--- src/hw/rtl/conv3_pkg.sv ---
package conv3_pkg;

  localparam int MAX_WIDTH      = 1024;
  localparam int COL_BITS       = $clog2(MAX_WIDTH);
  localparam int WIDTH_BITS     = COL_BITS + 1;
  localparam int PIXEL_BITS     = 16;
  localparam int COEF_BITS      = 16;
  localparam int COEF_FRAC_BITS = 8;
  localparam int KROW_BITS      = 3 * COEF_BITS;
  localparam int PROD_BITS      = PIXEL_BITS + COEF_BITS;
  localparam int COLSUM_BITS    = PROD_BITS + 2;
  localparam int SUM_BITS       = PROD_BITS + 4;
  localparam int OUT_BITS       = 27;
  localparam int CFG_IDX_BITS   = 2;
  localparam int CFG_DATA_BITS  = KROW_BITS;
  localparam int RES_DEPTH      = 16;
  localparam int RES_PTR_BITS   = $clog2(RES_DEPTH);
  localparam int RES_CNT_BITS   = RES_PTR_BITS + 1;

  typedef logic signed [PIXEL_BITS-1:0] pixel_t;
  typedef logic signed [COEF_BITS-1:0]  coef_t;
  typedef logic [COL_BITS-1:0]          col_t;
  typedef logic [WIDTH_BITS-1:0]        width_t;

  typedef enum logic [CFG_IDX_BITS-1:0] {
    CFG_KERNEL_TOP    = 2'd0,
    CFG_KERNEL_MIDDLE = 2'd1,
    CFG_KERNEL_BOTTOM = 2'd2,
    CFG_LINE_WIDTH    = 2'd3
  } cfg_reg_t;

  typedef enum logic [2:0] {
    ROW_FIRST = 3'b001,
    ROW_LATER = 3'b010,
    ROW_DRAIN = 3'b100
  } row_state_t;

  typedef enum logic [1:0] {
    CELL_HOLD  = 2'd0,
    CELL_SHIFT = 2'd1,
    CELL_LOAD  = 2'd2
  } cell_op_t;

  typedef struct packed {
    logic   mid_we;
    col_t   mid_addr;
    pixel_t mid_data;
    logic   up_we;
    col_t   up_addr;
    pixel_t up_data;
  } ls_wr_t;

  typedef struct packed {
    logic last_of_run;
    logic frame_end;
  } job_t;

  typedef struct packed {
    logic signed [OUT_BITS-1:0] filtered;
    logic                       last_of_run;
    logic                       frame_end;
  } result_t;

endpackage

--- src/hw/rtl/conv3_col_cell.sv ---
module conv3_col_cell (
  input  logic                                   clk,
  input  conv3_pkg::cell_op_t                    op,
  input  conv3_pkg::pixel_t                      load_col  [3],
  input  conv3_pkg::pixel_t                      shift_col [3],
  input  conv3_pkg::coef_t                       coef      [3],
  output conv3_pkg::pixel_t                      col       [3],
  output logic signed [conv3_pkg::COLSUM_BITS-1:0] colsum
);
  import conv3_pkg::*;

  logic signed [PROD_BITS-1:0] prod [3];

  // one window column: take a new column or the neighbour's, or keep its own, then weigh it
  always_ff @(posedge clk) begin
    case (op)
      CELL_LOAD:  col <= load_col;
      CELL_SHIFT: col <= shift_col;
      default:    col <= col;
    endcase
    for (int r = 0; r < 3; r++) begin
      prod[r] <= col[r] * coef[r];
    end
    colsum <= COLSUM_BITS'(prod[0]) + COLSUM_BITS'(prod[1]) + COLSUM_BITS'(prod[2]);
  end

endmodule

--- config.mk ---
export PLATFORM = sky130hd
export DESIGN_NAME = conv3_col_cell
export DESIGN_NICKNAME = d
export VERILOG_FILES = /design/src/hw/rtl/conv3_pkg.sv /design/src/hw/rtl/conv3_col_cell.sv
export SDC_FILE = /design/constraint.sdc
export NUM_CORES = 2
export LEC_CHECK = 0
export ABC_AREA = 0
export BUFFER_PORTS_ARGS = -buffer_cell sky130_fd_sc_hd__buf_4
export CAP_MARGIN = 10
export CORE_AREA = 2 2 251 253
export CTS_BUF_LIST = sky130_fd_sc_hd__clkbuf_2
export DETAILED_ROUTE_END_ITERATION = 12
export DIE_AREA = 0 0 253 255
export GPL_ROUTABILITY_DRIVEN = 0
export MAX_ROUTING_LAYER = met4
export PLACE_DENSITY = 0.8
export SKIP_CTS_REPAIR_TIMING = 1
export SLEW_MARGIN = 20
export SYNTH_ARGS = -nofsm -noshare
export SYNTH_HDL_FRONTEND = slang
export SYNTH_SLANG_ARGS = --single-unit
--- constraint.sdc ---
create_clock -name clk -period 5.95 [get_ports clk]
set_input_delay 0.8925 -clock clk [delete_from_list [all_inputs] [get_ports clk]]
set_output_delay 0.8925 -clock clk [all_outputs]
set_load 0.005 [all_outputs]
==> results.py <==
metrics = {
    "routing": {
        "wl_met1_mm": 34.9,
        "first_iter_violations": 1571,
        "detailedRoute.firstPassIterationCount": 5,
        "drcViolationCount": 0,
        "vias": 26813,
        "dr_wl_met3_mm": 6.71,
        "detailroute.wirelength.met2_mm": 43.5,
        "finalWirelength_mm": 87.6,
        "avgRoutedWirePerCell_um": 17.2,
        "maxUsedRoutingLayer": "met4",
        "drt.antenna.violating_nets": 0,
        "routed_via_density": 5.25,
    },
    "critical_path": {
        "critical_path_arrival_ns": 7.09,
        "critical_path.top_delay_family": "adder cells",
        "worstSetupPathType": "reg2reg",
        "cp_num_buf_inv": 3,
        "critPathRequiredTime_ns": 6.92,
        "path_max_fanout": 3,
        "cp_cell_sequence": "buf_6, and2_4, fa_1, inv_1, fa_1, fa_1, inv_1, fa_1, fa_1, fa_1, ha_4, a21o_1, or4_4, o22ai_4, o31ai_4, a221oi_4, o211ai_2, a21oi_2, o21bai_1, xnor2_1",
        "crit_path_slowest_cell": "sky130_fd_sc_hd__fa_1",
        "setup.worst_path.start_class": "register",
        "r2r_slack_ns": -0.17,
        "crit_path_end_kind": "register",
        "max_stage_delay_ns": 0.56,
        "path_common_cell": "sky130_fd_sc_hd__fa_1",
    },
    "sta": {
        "timing.final.ws_setup_ns": -0.166,
        "clock_skew_ns": 0.0932,
        "final-max-slew-violation-count": 0,
        "hold_violation_total_from_the_final_report": 0,
        "rsz_0062_raised_after_global_routing": "yes",
        "fmaxAchievable_mhz": 164,
        "max_slew.worst_pin.slew_ns": 0.843,
        "final_min_period_over_clock_period": 1.03,
        "relSlewSlack": 0.438,
        "finalCriticalPeriod_ns": 6.12,
        "setup-violations-final": 8,
    },
    "die": {
        "top_level_ports": 229,
        "dieWidth_um": 253,
        "initial_core_util": 0.582,
        "fp.dieH_um": 255,
        "core_um2": 62200,
        "placement_rows": 92,
        "design.die.area_um2": 64500,
    },
    "logic_synthesis": {
        "synth_edf_count": 48,
        "netlist-cell-type-count": 76,
        "syn_nets": 4939,
        "synth_seq_area_share": 0.112,
        "syn_area_um2": 36200,
        "asyncSetResetFlopFracSynth": 0,
        "synthesis.instances": 3694,
        "syn_avg_cell_area_um2": 9.79,
        "synth_warnings": 0,
        "ff_latch_count_synth": 178,
        "synthFlopType": "sky130_fd_sc_hd__dfxtp_1",
    },
    "final_layout": {
        "final_cell_mix": "sky130_fd_sc_hd__inv_1, sky130_fd_sc_hd__fa_1, sky130_fd_sc_hd__buf_4",
        "design.final.nets": 5530,
        "finish.instance_area_um2": 43100,
        "final_common_cell": "sky130_fd_sc_hd__inv_1",
        "share_of_final_layout_standard_cells_stronger_than_drive_strength_1": 0.222,
        "area_growth_syn_to_layout_pct": 19.3,
        "utilization_after_layout": 0.694,
        "finalNonFillerCells": 5103,
    },
    "global_routing": {
        "first_global_vias": 29445,
        "global_route_wire_length_before_repair_mm": 145,
        "grtUsageTotal": 0.295,
        "overflow": 0,
        "grt_antenna_before_repair": 5,
        "pin_count_of_the_biggest_net_entering_global_routing": 49,
    },
    "cts": {
        "numCtsBuffers": 17,
        "clock_insertion_delay_worst_skew_ns": 1.07,
        "cts_htree_levels": 4,
        "cts-root-buf": "sky130_fd_sc_hd__clkbuf_2",
        "post_cts_clock_slew_at_the_launch_and_capture_registers_of_the_worst_setup_and_hold_paths_ns": 0.36,
        "clock-sinks": 178,
        "tritoncts": "yes",
        "cts.path.max_buffers": 2,
    },
    "placement": {
        "dpl.cell_count": 4996,
        "detailed_place.area_um2": 41700,
        "dp_hpwl_mm": 73.9,
        "port_buffers": 228,
    },
    "min_path": {
        "worstHoldPathType": "in2reg",
    },
    "flow_run": {
        "cap_violations": 0,
    },
    "outcome": {
        "run_status": "complete, but fails checks",
        "failing_checks": "negative setup slack",
    },
}
per-layer routing:
layer | track usage | vias to the layer above
li1 | - | 12249
met1 | 0.363 | 13492
met2 | 0.489 | 912
met3 | 0.0692 | 160
met4 | 0.0847 | 0
met5 | - | -
registers in the layout, summed over array words and instances, names as in the netlist:
signal,flops
prod,96
col,48
colsum,34
worst register-to-register path, delay by kind of cell (launching register included):
family          cells  cell delay, ns
fa+ha+maj           7            3.28
compound gates      7            1.21
simple gates        2            0.62
flops               1            0.53
buf+inv             3            0.27
xor+xnor            1            0.13
synth_stat cells, types with 3 or more instances:
cell | number | area [µm²]
sky130_fd_sc_hd__and4_1 | 4 | 35.0
sky130_fd_sc_hd__edfxtp_1 | 48 | 1440
sky130_fd_sc_hd__xor2_1 | 30 | 263
sky130_fd_sc_hd__and2_1 | 373 | 2330
sky130_fd_sc_hd__a211oi_1 | 7 | 52.6
sky130_fd_sc_hd__and3_2 | 3 | 22.5
sky130_fd_sc_hd__dfxtp_1 | 130 | 2600
sky130_fd_sc_hd__nand3_1 | 21 | 105
sky130_fd_sc_hd__inv_1 | 873 | 3280
sky130_fd_sc_hd__ha_1 | 279 | 3490
sky130_fd_sc_hd__nand4_1 | 8 | 50.1
sky130_fd_sc_hd__a31oi_1 | 11 | 68.8
sky130_fd_sc_hd__xnor2_1 | 98 | 858
sky130_fd_sc_hd__a21boi_0 | 3 | 22.5
sky130_fd_sc_hd__nor2_1 | 86 | 323
sky130_fd_sc_hd__nand2b_1 | 22 | 138
sky130_fd_sc_hd__a2111oi_0 | 5 | 43.8
sky130_fd_sc_hd__a31o_2 | 7 | 61.3
sky130_fd_sc_hd__o21a_1 | 13 | 97.6
sky130_fd_sc_hd__nor3_1 | 22 | 110
sky130_fd_sc_hd__clkbuf_1 | 101 | 379
sky130_fd_sc_hd__a221oi_1 | 3 | 26.3
sky130_fd_sc_hd__a21oi_2 | 4 | 35.0
sky130_fd_sc_hd__a21o_1 | 56 | 420
sky130_fd_sc_hd__o21ai_0 | 43 | 215
sky130_fd_sc_hd__fa_1 | 819 | 16400
sky130_fd_sc_hd__nor2b_1 | 9 | 56.3
sky130_fd_sc_hd__mux2_2 | 48 | 541
sky130_fd_sc_hd__o21bai_1 | 15 | 113
sky130_fd_sc_hd__or3_1 | 3 | 18.8
sky130_fd_sc_hd__a21oi_1 | 82 | 410
sky130_fd_sc_hd__a211o_1 | 7 | 61.3
sky130_fd_sc_hd__buf_1 | 3 | 11.3
sky130_fd_sc_hd__nand2_1 | 389 | 1460
sky130_fd_sc_hd__o211ai_1 | 8 | 60.1
sky130_fd_sc_hd__and3_1 | 8 | 50.1
sky130_fd_sc_hd__nor4_1 | 5 | 31.3
cell families after synthesis:
family | share of synthesized area
adders and majority gates | 0.550
DFF | 0.112
AOI/OAI and AO/OA | 0.0559
buffers and inverters | 0.102
muxes | 0.0155
and+or+nand+nor | 0.134
xor gates and xnor gates | 0.0310
metrics by stage:
stage	hold slack [ns]	setup WS (ns)	TNS (ns)
after floorplan	0.549	-0.264	-1.40
after global placement	0.575	-0.515	-10.64
after detailed placement	0.589	-0.601	-14.62
after CTS	-0.0217	-0.221	-2.79
after global routing	-0.00365	-0.266	-4.23
final	0.0955	-0.166	-0.596
worst paths after layout:
check | startpoint | cells after the start | endpoint
worst max-delay path | col[42] | 20 | prod[0][31]
worst min-delay path | load_col[35] | 2 | col[35]
worst max register to register | col[42] | 20 | prod[0][31]
worst min register to register | prod[0][32] | 3 | colsum[0]
area by class of cell:
| cell class | instances | area (µm²) |
|---|---|---|
| timing repair buffer | 677 | 5280 |
| multi-input combinational | 2538 | 29200 |
| clock inverter | 14 | 198 |
| inverter | 873 | 3280 |
| fill | 4466 | 19000 |
| sequential | 178 | 4040 |
| antenna | 6 | 15.0 |
| clock buffer | 18 | 90.1 |
| tap | 799 | 1000 |
Power is not shown: default switching activity piles up to over one toggle a cycle in this logic, so the estimate is an artifact.
