**config.mk**
```make
export PLATFORM = sky130hd
export DESIGN_NAME = conv3_result_fifo
export DESIGN_NICKNAME = d
export VERILOG_FILES = /design/src/hw/rtl/conv3_pkg.sv /design/src/hw/rtl/conv3_result_fifo.sv
export SDC_FILE = /design/constraint.sdc
export NUM_CORES = 1
export LEC_CHECK = 0
export ABC_AREA = 0
export BUFFER_PORTS_ARGS = -buffer_cell sky130_fd_sc_hd__buf_4
export CORE_ASPECT_RATIO = 1.1
export CORE_MARGIN = 1.5
export CORE_UTILIZATION = 65
export CTS_CLUSTER_DIAMETER = 200
export DETAILED_ROUTE_END_ITERATION = 12
export PLACE_DENSITY = 0.9
export SKIP_LAST_GASP = 1
export SLEW_MARGIN = 20
export SYNTH_ARGS = -nofsm -noshare
export SYNTH_HDL_FRONTEND = slang
export SYNTH_SLANG_ARGS = --single-unit
```
**constraint.sdc**
```tcl
create_clock -name clk -period 4.04 [get_ports clk]
set_clock_uncertainty 0.05 [all_clocks]
set_input_delay 1.01 -clock clk [delete_from_list [all_inputs] [get_ports clk]]
set_output_delay 1.01 -clock clk [all_outputs]
set_load 0.05 [all_outputs]
```
**src/hw/rtl/conv3_pkg.sv**
```systemverilog
package conv3_pkg;

  localparam int MAX_WIDTH      = 1024;
  localparam int COL_BITS       = $clog2(MAX_WIDTH);
  localparam int WIDTH_BITS     = COL_BITS + 1;
  localparam int PIXEL_BITS     = 16;
  localparam int COEF_BITS      = 16;
  localparam int COEF_FRAC_BITS = 8;
  localparam int KROW_BITS      = 3 * COEF_BITS;
  localparam int PROD_BITS      = PIXEL_BITS + COEF_BITS;
  localparam int COLSUM_BITS    = PROD_BITS + 2;
  localparam int SUM_BITS       = PROD_BITS + 4;
  localparam int OUT_BITS       = 27;
  localparam int CFG_IDX_BITS   = 2;
  localparam int CFG_DATA_BITS  = KROW_BITS;
  localparam int RES_DEPTH      = 16;
  localparam int RES_PTR_BITS   = $clog2(RES_DEPTH);
  localparam int RES_CNT_BITS   = RES_PTR_BITS + 1;

  typedef logic signed [PIXEL_BITS-1:0] pixel_t;
  typedef logic signed [COEF_BITS-1:0]  coef_t;
  typedef logic [COL_BITS-1:0]          col_t;
  typedef logic [WIDTH_BITS-1:0]        width_t;

  typedef enum logic [CFG_IDX_BITS-1:0] {
    CFG_KERNEL_TOP    = 2'd0,
    CFG_KERNEL_MIDDLE = 2'd1,
    CFG_KERNEL_BOTTOM = 2'd2,
    CFG_LINE_WIDTH    = 2'd3
  } cfg_reg_t;

  typedef enum logic [2:0] {
    ROW_FIRST = 3'b001,
    ROW_LATER = 3'b010,
    ROW_DRAIN = 3'b100
  } row_state_t;

  typedef enum logic [1:0] {
    CELL_HOLD  = 2'd0,
    CELL_SHIFT = 2'd1,
    CELL_LOAD  = 2'd2
  } cell_op_t;

  typedef struct packed {
    logic   mid_we;
    col_t   mid_addr;
    pixel_t mid_data;
    logic   up_we;
    col_t   up_addr;
    pixel_t up_data;
  } ls_wr_t;

  typedef struct packed {
    logic last_of_run;
    logic frame_end;
  } job_t;

  typedef struct packed {
    logic signed [OUT_BITS-1:0] filtered;
    logic                       last_of_run;
    logic                       frame_end;
  } result_t;

endpackage

```
**src/hw/rtl/conv3_result_fifo.sv**
```systemverilog
module conv3_result_fifo (
  input  logic               clk,
  input  logic               rst,
  input  logic               push,
  input  conv3_pkg::result_t push_data,
  input  logic               pop,
  output conv3_pkg::result_t head,
  output logic               not_empty
);
  import conv3_pkg::*;

  result_t                 mem [RES_DEPTH];
  logic [RES_PTR_BITS-1:0] wr_ptr;
  logic [RES_PTR_BITS-1:0] rd_ptr;
  logic [RES_CNT_BITS-1:0] count;

  always_ff @(posedge clk) begin
    if (push) begin
      mem[wr_ptr] <= push_data;
    end
  end

  always_ff @(posedge clk) begin
    if (rst) begin
      wr_ptr <= '0;
      rd_ptr <= '0;
      count  <= '0;
    end else begin
      if (push) begin
        wr_ptr <= wr_ptr + RES_PTR_BITS'(1);
      end
      if (pop) begin
        rd_ptr <= rd_ptr + RES_PTR_BITS'(1);
      end
      count <= count + RES_CNT_BITS'(push) - RES_CNT_BITS'(pop);
    end
  end

  assign head      = mem[rd_ptr];
  assign not_empty = (count != '0);

endmodule

```
==> run summary, run 1 <==
Yosys
* sky130_fd_sc_hd__edfxtp_1 — area leader, netlist
* 481 — total of flip-flops plus latches after synthesis
* 18,200 um2 — cell area after technology mapping
* sky130_fd_sc_hd__edfxtp_1 — ys flop type
* 464 — Post-synth EDFFs
* 22.6 um2 — Avg Inst Size Synth
* 78.3% — post-synthesis sequential area ratio
* 29 — Yosys cell types
* 0 — Ys Warns
* sky130_fd_sc_hd__edfxtp_1, sky130_fd_sc_hd__mux4_2, sky130_fd_sc_hd__a22oi_1 — main area contributors after synthesis
* 0% — fraction of registers with async set or reset after synthesis
* 851 — post-synth net total
* 806 — number of standard cells after synthesis
* 76.4% — portion of synthesized cell area occupied by the leading cell type

Clock network
* built — clock tree from TritonCTS
* 481 — number of sinks on the clock net
* sky130_fd_sc_hd__clkbuf_16 — Clock Root Buffer
* 44 — total clock buffers created by CTS
* 0 — cts hold-fix bufs
* 0 — quantity of gates resized following cts
* 0 — setup bufs post-CTS
* 0.54 ns — clk_lat worst skew
* 0.07 ns — clock-pin slew reported for the worst setup and hold paths after clock tree synthesis
* 3 — maximum count of clock buffers along a single path
* 2 — depth of the CTS H-tree

Detailed routing
* 8,945 — total number of vias
* 41.7 mm — total wirelength of the detailed-routed design
* 0 — Routed Antenna Nets
* 32.4 um — WL/cell
* 1,054 — number of DRC markers after the initial detailed-route iteration
* 0 — number of design rule violations left after detail routing
* 5 — Pre-Repair DR Iteration Count
* 6.93 — via density per instance

Layout
* 13.3% — signed area change from the synthesized netlist to the final layout
* 3750 um2 — multi-input gate area in the final layout
* 0 — diode insertion count for antenna repair
* 74.5% — fin util
* 30.0% — fraction of final layout cells with drive strength greater than 1
* sky130_fd_sc_hd__edfxtp_1, sky130_fd_sc_hd__mux4_2, sky130_fd_sc_hd__buf_4, sky130_fd_sc_hd__a22oi_1, sky130_fd_sc_hd__clkbuf_16 — commonest non-fill, non-tap cells in the layout
* 14,300 um2 — Sequential cell area
* 941 — Layout Nets
* sky130_fd_sc_hd__edfxtp_1 — leading cell type in the layout, fill and taps excluded
* 1,427 — number of filler instances in the final layout

Run
* 0 — max-capacitance violation count

Timing
* 0.274 ns — slack of the critical path
* false — setup repair after global routing missed its margin
* 266 MHz — Max Freq
* 0 — final hold vios
* 24.7% — remaining max-slew budget at the tightest pin
* 93.2% — Period Utilization, post-route
* 1.13 ns — transition time of the tightest slew-check pin
* 0 — Setup violations, final
* 0 ns — final sum of negative setup slack
* 3.77 ns — final period demand of the worst path
* 0 — number of pins with negative max-slew slack in the final report

Global routing
* 61.0 mm — wire length of the first global-routing pass
* 0 — number of antenna violations at the first check in global routing
* 30.1% — global routing usage summed across all routing layers
* 0 — GR Overflow Total
* 9,386 — number of global-route vias before repair
* 53 — largest net degree at the start of global routing

Floorplanning
* 64 — floorplan row count
* 65.8% — Initial Util
* 29,100 um2 — area of the die
* 179 um — y dimension of the die
* 163 um — horizontal extent of the die
* 63 — Boundary Pins
* 27,700 um2 — Std-Cell Core Area

Min path
* register to register — type of the worst min-delay path

Place
* 19.4 mm — dpl hpwl
* 62 — count of buffers inserted at the top-level ports
* 0.720 — RePlAce Congestion
* 0.907 ns — pre-CTS worst setup slack

Setup path
* 2.98 ns — required time at the endpoint of the critical path
* register to primary output — critical setup path kind
* primary output — critical path capture point type
* 2 — number of buffers and inverters on the critical path
* 16 — top fanout value on the critical path
* buf_4, mux4_2, a22oi_1, nand2_1, buf_4 — CP cell instances
* sky130_fd_sc_hd__dfxtp_4 — Crit-path slowest cell
* register — type of element launching the critical path
* 2.71 ns — CP Data Arrival Time
* 0.56 ns — Max stage delay on crit path
* buffers and inverters — cell family contributing the most delay on the critical path
* sky130_fd_sc_hd__buf_4 — library cell appearing most often on the critical path

Power and ir drop
* 525 nW/um2 — cell area power density
* 6.61 nW — static leakage power
* 10.8 mW — Final Total Pwr
* 413 uV — Peak VDD IR

Run status
* finished, final reports clean — run status

[flip-flops by register name (all words and copies together), names as in the netlist, named ones only]
signal	count
count	5
mem	464
rd_ptr	4
wr_ptr	4
[layer usage]
layer / GRT usage [%] / wire (um) / vias to the layer above
li1: - / - / 3565
met1: 41.5 / 15000 / 4658
met5: 0 / 0 / -
met4: 12.0 / 1400 / 0
met2: 48.8 / 21100 / 637
met3: 5.18 / 4210 / 85
[kinds of logic (layout without fill, tap and decap cells)]
family                     count (synthesis)  count (layout)  share of synthesized area [%]
and+or+nand+nor                           75              75                           1.94
muxes                                    118             118                           14.6
adders and majority gates                 12              12                          0.865
AOI/OAI and AO/OA                         63              63                           2.54
xor gates and xnor gates                   9               9                          0.432
DFF                                      481             481                           78.3
buffers and inverters                     48             169                           1.35
[per-stage QoR]
step	hold WS [ns]	instances	instance area [um2]
floorplan	0.435	806	18200
global placement	0.465	1213	19200
detailed placement	0.478	1213	19200
CTS	0.503	1290	20600
global route	0.561	1290	20600
finish	0.502	1290	20600
[layout make-up]
class | count | share of cell area, %
Clock buffer | 51 | 5.56
Timing Repair Buffer | 84 | 3.36
Sequential cell | 481 | 69.2
Multi-Input combinational cell | 277 | 18.2
Clock inverter | 26 | 1.40
Tap cell | 363 | 2.20
Inverter | 8 | 0.145
[power by group]
group | switching [mW] | total [mW] | internal, mW
registers | 0.0537 | 5.60 | 5.55
logic | 0.607 | 1.03 | 0.423
clock network | 1.78 | 4.21 | 2.42
total | 2.44 | 10.8 | 8.40
[cells in the mapped netlist, types with 2 or more instances]
library cell               instances
sky130_fd_sc_hd__a21oi_1           3
sky130_fd_sc_hd__a22oi_1          58
sky130_fd_sc_hd__and2_1           17
sky130_fd_sc_hd__buf_2            11
sky130_fd_sc_hd__buf_6             5
sky130_fd_sc_hd__clkbuf_1         22
sky130_fd_sc_hd__dfxtp_1          17
sky130_fd_sc_hd__edfxtp_1        464
sky130_fd_sc_hd__ha_1             11
sky130_fd_sc_hd__inv_1             8
sky130_fd_sc_hd__mux2i_1           2
sky130_fd_sc_hd__mux4_1            6
sky130_fd_sc_hd__mux4_2          110
sky130_fd_sc_hd__nand2_1          32
sky130_fd_sc_hd__nand4_1           2
sky130_fd_sc_hd__nor2_1           15
sky130_fd_sc_hd__nor2b_1           4
sky130_fd_sc_hd__xnor2_1           4
sky130_fd_sc_hd__xor2_1            5
[tightest hold or removal path, stage by stage, from the launching register on]
cell and delay, ns:
sky130_fd_sc_hd__dfxtp_1 0.34, sky130_fd_sc_hd__xor2_1 0.07, sky130_fd_sc_hd__nor2_1 0.10
[path summary, 6_finish.rpt]
kind,startpoint,end,slack (ns),cells after the start
min,rd_ptr[3]$_SDFFE_PP0P_,rd_ptr[3]$_SDFFE_PP0P_,0.50,2
min reg2reg,rd_ptr[3]$_SDFFE_PP0P_,rd_ptr[3]$_SDFFE_PP0P_,0.50,2
max,register,head[2],0.27,5
max reg2reg,count[0]$_SDFF_PP0_,count[4]$_SDFF_PP0_,1.90,9
Note: power is estimated with default switching activity, not from simulation.
==> run 2: changes to the inputs <==
RECOVER_POWER = 50   (was not set)
==> run 2 against run 1 <==
  * Count of clock-buffer cells in the layout did not move
  * Non-clock buffer count is the same
  * Setup slack about the same
  * Critical path type unchanged
  * Register-to-register slack worse by 0.49 ns
  * Sequential share of layout area increased by 0.39 points
  * Sequential cell count did not move
  * Critical endpoint unchanged
  * Global-route usage unchanged
  * Maximum frequency hardly changed
  * Largest power group unchanged
  * Wire length is 0.27% higher
  * Largest cell class unchanged
  * Cell area is 0.56% lower
  * Die area stayed put
==> run summary, run 2 (synthesis gave the netlist of run 1 again) <==
Run status
* finished, final reports clean — run status

Detailed routing
* 6 — Pre-Repair DR Iteration Count
* 32.4 um — WL/cell
* 8,929 — total number of vias
* 41.9 mm — total wirelength of the detailed-routed design
* 0 — number of design rule violations left after detail routing
* 1,142 — number of DRC markers after the initial detailed-route iteration
* 6.92 — via density per instance
* 0 — Routed Antenna Nets

Layout
* 26.5% — fraction of final layout cells with drive strength greater than 1
* 941 — Layout Nets
* 20,500 um2 — final design instance area without fill
* mem — register with the highest flop count
* sky130_fd_sc_hd__edfxtp_1 — leading cell type in the layout, fill and taps excluded
* mem: 464 flops, count: 5 flops — largest registers
* sky130_fd_sc_hd__edfxtp_1, sky130_fd_sc_hd__mux4_2, sky130_fd_sc_hd__a22oi_1, sky130_fd_sc_hd__buf_4, sky130_fd_sc_hd__clkbuf_16 — commonest non-fill, non-tap cells in the layout
* 1,291 — Final Non-Filler Cells
* 1,451 — number of filler instances in the final layout
* 3750 um2 — multi-input gate area in the final layout
* 464 — Largest register FFs
* 12.6% — signed area change from the synthesized netlist to the final layout
* 14,300 um2 — Sequential cell area

Timing
* 0 — Setup violations, final
* 0 — number of pins with negative max-slew slack in the final report
* 0 — final hold vios
* 93.2% — Period Utilization, post-route
* 3.77 ns — final period demand of the worst path
* 1.24 ns — transition time of the tightest slew-check pin
* 17.3% — remaining max-slew budget at the tightest pin
* 266 MHz — Max Freq
* false — setup repair after global routing missed its margin
* 0 ns — final sum of negative setup slack

Setup path
* 2.71 ns — CP Data Arrival Time
* 2.98 ns — required time at the endpoint of the critical path
* register to primary output — critical setup path kind
* 16 — top fanout value on the critical path
* wr_ptr[2]$_SDFFE_PP0P_ — RR Startpoint
* buf_4, mux4_2, a22oi_1, nand2_1, buf_4 — CP cell instances
* sky130_fd_sc_hd__buf_4 — library cell appearing most often on the critical path
* 0.58 ns — Max stage delay on crit path
* 4 — worst reg2reg path depth
* mem[7][21]$_DFFE_PP_ — terminus of the critical flop-to-flop path
* sky130_fd_sc_hd__mux4_2 — Crit-path slowest cell
* primary output — critical path capture point type
* register — type of element launching the critical path
* 1.41 ns — Worst R2R Setup Slack
* head[2] — endpoint of the most critical setup path

Place
* 1,213 — total instance count after detailed placement
* 19,200 um2 — area after detailed placement
* 19.4 mm — dpl hpwl
* 0.720 — RePlAce Congestion
* 62 — count of buffers inserted at the top-level ports

Power and ir drop
* 528 nW/um2 — cell area power density
* 10.8 mW — Final Total Pwr
* 400 uV — Peak VDD IR
* 6.50 nW — static leakage power

Clock network
* 2 — depth of the CTS H-tree
* 481 — number of sinks on the clock net
* 0 — quantity of gates resized following cts
* 44 — total clock buffers created by CTS
* 0 — cts hold-fix bufs
* 0.07 ns — clock-pin slew reported for the worst setup and hold paths after clock tree synthesis
* 0.54 ns — clk_lat worst skew
* built — clock tree from TritonCTS
* sky130_fd_sc_hd__clkbuf_16 — Clock Root Buffer
* 3 — maximum count of clock buffers along a single path
* 0 — setup bufs post-CTS

Floorplanning
* 64 — floorplan row count
* 63 — Boundary Pins
* 163 um — horizontal extent of the die
* 29,100 um2 — area of the die
* 179 um — y dimension of the die
* 27,700 um2 — Std-Cell Core Area
* 65.8% — Initial Util

Global routing
* 61.0 mm — wire length of the first global-routing pass
* 0 — GR Overflow Total
* 53 — largest net degree at the start of global routing
* 2 — number of antenna violations at the first check in global routing
* 30.1% — global routing usage summed across all routing layers
* 9,386 — number of global-route vias before repair

Run
* 0 — max-capacitance violation count

Min path
* register to register — type of the worst min-delay path

## run 2: through the flow
step                util (%)  setup slack, ns  hold WS [ns]
floorplan                  -             1.25         0.435
global placement        69.3            0.977         0.465
detailed placement      69.3            0.907         0.478
CTS                     74.5            0.255         0.503
global route            74.1            0.174         0.561
finish                  74.1            0.274         0.507
## run 2: worst min-delay path by stage
stage / start / endpoint / slack, ns / cells after the start
floorplan: rd_ptr[3]$_SDFFE_PP0P_ / register / 0.43 / 2
global placement: rd_ptr[3]$_SDFFE_PP0P_ / rd_ptr[3]$_SDFFE_PP0P_ / 0.46 / 2
detailed placement: rd_ptr[3]$_SDFFE_PP0P_ / register / 0.48 / 2
CTS: rd_ptr[3]$_SDFFE_PP0P_ / rd_ptr[3]$_SDFFE_PP0P_ / 0.50 / 2
global route: rd_ptr[3]$_SDFFE_PP0P_ / rd_ptr[3]$_SDFFE_PP0P_ / 0.56 / 2
finish: rd_ptr[3]$_SDFFE_PP0P_ / rd_ptr[3]$_SDFFE_PP0P_ / 0.51 / 2
## run 2: layer usage
metal	routed length (um)	up-vias	global-route usage (%)
li1	-	3565	-
met1	15100	4615	41.5
met2	20900	635	48.8
met3	4280	112	5.18
met4	1520	2	12.0
met5	15	-	0
## run 2: worst max-delay path: cells and delay by family (launching register included)
family	cells	cell delay (ns)
buffers and inverters	2	0.60
multiplexers	1	0.58
flip-flops	1	0.56
AO/OA/AOI/OAI	1	0.28
AND/OR/NAND/NOR	1	0.12
## run 2: report_power, final
part           switching, mW  internal (mW)  total, mW
Combinational          0.609          0.409       1.02
Sequential            0.0537           5.55       5.60
Clock                   1.79           2.43       4.21
Total                   2.45           8.38       10.8
## run 2: cell type report
| cell class | count | share of cell area, % |
|---|---|---|
| Antenna cell | 1 | 0.0122 |
| Timing Repair Buffer | 84 | 2.81 |
| Inverter | 8 | 0.146 |
| Clock inverter | 26 | 1.41 |
| Multi-Input combinational cell | 277 | 18.3 |
| Tap cell | 363 | 2.21 |
| Sequential cell | 481 | 69.6 |
| Clock buffer | 51 | 5.59 |
==> run 3: changes to the inputs <==
PLACE_DENSITY = 0.83   (was 0.9)
==> run 3 against run 2 <==
  * Sequential share of layout area fell by 0.10 points
  * Count of clock-buffer cells in the layout rose by 1
  * Critical path depth did not move
  * Critical endpoint is now head[27]
  * Non-clock buffer count rose by 2
==> run summary, run 3 (synthesis gave the netlist of run 1 again) <==
Floorplanning
* 27,700 um2 — Std-Cell Core Area
* 179 um — y dimension of the die
* 63 — Boundary Pins
* 163 um — horizontal extent of the die
* 64 — floorplan row count
* 29,100 um2 — area of the die
* 65.8% — Initial Util

Setup path
* 2.63 ns — CP Data Arrival Time
* register — type of element launching the critical path
* 38 — top fanout value on the critical path
* register to primary output — critical setup path kind
* 2.98 ns — required time at the endpoint of the critical path
* primary output — critical path capture point type

Layout
* 464 — Largest register FFs
* sky130_fd_sc_hd__edfxtp_1 — leading cell type in the layout, fill and taps excluded
* 943 — Layout Nets
* 0 — diode insertion count for antenna repair
* mem — register with the highest flop count
* mem: 464 flops, count: 5 flops — largest registers
* sky130_fd_sc_hd__edfxtp_1, sky130_fd_sc_hd__mux4_2, sky130_fd_sc_hd__a22oi_1, sky130_fd_sc_hd__buf_4, sky130_fd_sc_hd__clkbuf_16 — commonest non-fill, non-tap cells in the layout
* 25.9% — fraction of final layout cells with drive strength greater than 1
* 12.8% — signed area change from the synthesized netlist to the final layout

Timing
* 0.524 ns — worst-case hold slack
* 1.13 ns — transition time of the tightest slew-check pin
* 0 — Setup violations, final
* false — setup repair after global routing missed its margin
* 271 MHz — Max Freq
* 3.69 ns — final period demand of the worst path
* 24.4% — remaining max-slew budget at the tightest pin
* 0 — number of pins with negative max-slew slack in the final report
* 0 ns — final sum of negative setup slack
* 91.3% — Period Utilization, post-route
* 0 — final hold vios

Detailed routing
* 913 — number of DRC markers after the initial detailed-route iteration
* 6.76 — via density per instance
* 40.4 mm — total wirelength of the detailed-routed design
* 6 — Pre-Repair DR Iteration Count
* 0 — number of design rule violations left after detail routing
* 8,768 — total number of vias
* 0 — Routed Antenna Nets
* 31.2 um — WL/cell

Global routing
* 59.3 mm — wire length of the first global-routing pass
* 9,219 — number of global-route vias before repair
* 0 — GR Overflow Total
* 29.3% — global routing usage summed across all routing layers
* 69 — largest net degree at the start of global routing
* 1 — number of antenna violations at the first check in global routing

Power and ir drop
* 528 nW/um2 — cell area power density
* 401 uV — Peak VDD IR
* 6.52 nW — static leakage power

Clock network
* built — clock tree from TritonCTS
* 44 — total clock buffers created by CTS
* 0.06 ns — clock-pin slew reported for the worst setup and hold paths after clock tree synthesis
* 0 — quantity of gates resized following cts
* 0.54 ns — clk_lat worst skew
* 0 — setup bufs post-CTS
* 2 — depth of the CTS H-tree
* 481 — number of sinks on the clock net
* 0 — cts hold-fix bufs
* sky130_fd_sc_hd__clkbuf_16 — Clock Root Buffer
* 3 — maximum count of clock buffers along a single path

Place
* 0.717 — RePlAce Congestion
* 62 — count of buffers inserted at the top-level ports
* 18.9 mm — dpl hpwl

Run status
* finished, final reports clean — run status

Min path
* register to register — type of the worst min-delay path

Run
* 0 — max-capacitance violation count

## run 3: final cells by class
type / instances / area [um2]
clock buffers: 52 / 1160
clock inverters: 30 / 314
fillers: 1491 / 7140
inverters: 8 / 30.0
multi-input cells: 277 / 3720
flip-flops and latches: 481 / 14300
well taps: 363 / 454
repair buffers: 86 / 601
## run 3: power breakdown
part	switching [mW]	internal [mW]	leakage, nW	total, mW
combinational	0.606	0.405	1.47	1.01
clock	1.79	2.46	0.725	4.25
sequential	0.0487	5.55	4.33	5.60
## run 3: worst paths after layout
kind / from / to / slack [ns] / cells after the start
max reg2reg: wr_ptr[2]$_SDFFE_PP0P_ / mem[6][15]$_DFFE_PP_ / 1.85 / 4
max: register / head[27] / 0.35 / 5
min: rd_ptr[1]$_SDFFE_PP0P_ / register / 0.52 / 2
min reg2reg: rd_ptr[1]$_SDFFE_PP0P_ / register / 0.52 / 2
## run 3: per-layer routing
metal	vias up	wire length (um)	global-route usage (%)
li1	3567	-	-
met1	4579	14300	38.8
met2	536	21200	49.9
met3	84	3870	5.98
met4	2	1050	8.98
met5	-	13	0
## run 3: stage by stage
stage	utilization (%)	std cells	worst slack (ns)	power (mW)	cell area, um2
finish	74.2	1297	0.351	10.9	20600
detailed placement	69.3	1215	0.942	6.72	19200
global route	74.2	1297	0.201	11.2	20600
global placement	69.3	1215	1.02	6.65	19200
CTS	74.6	1297	0.327	10.9	20700
floorplan	-	806	1.25	6.41	18200
## run 3: critical path, cell delays in order, from the launching register on
cell and delay, ns:
sky130_fd_sc_hd__dfxtp_4 0.73, sky130_fd_sc_hd__buf_12 0.33, sky130_fd_sc_hd__mux4_2 0.40, sky130_fd_sc_hd__a22oi_1 0.24
sky130_fd_sc_hd__nand2_1 0.13, sky130_fd_sc_hd__buf_4 0.21
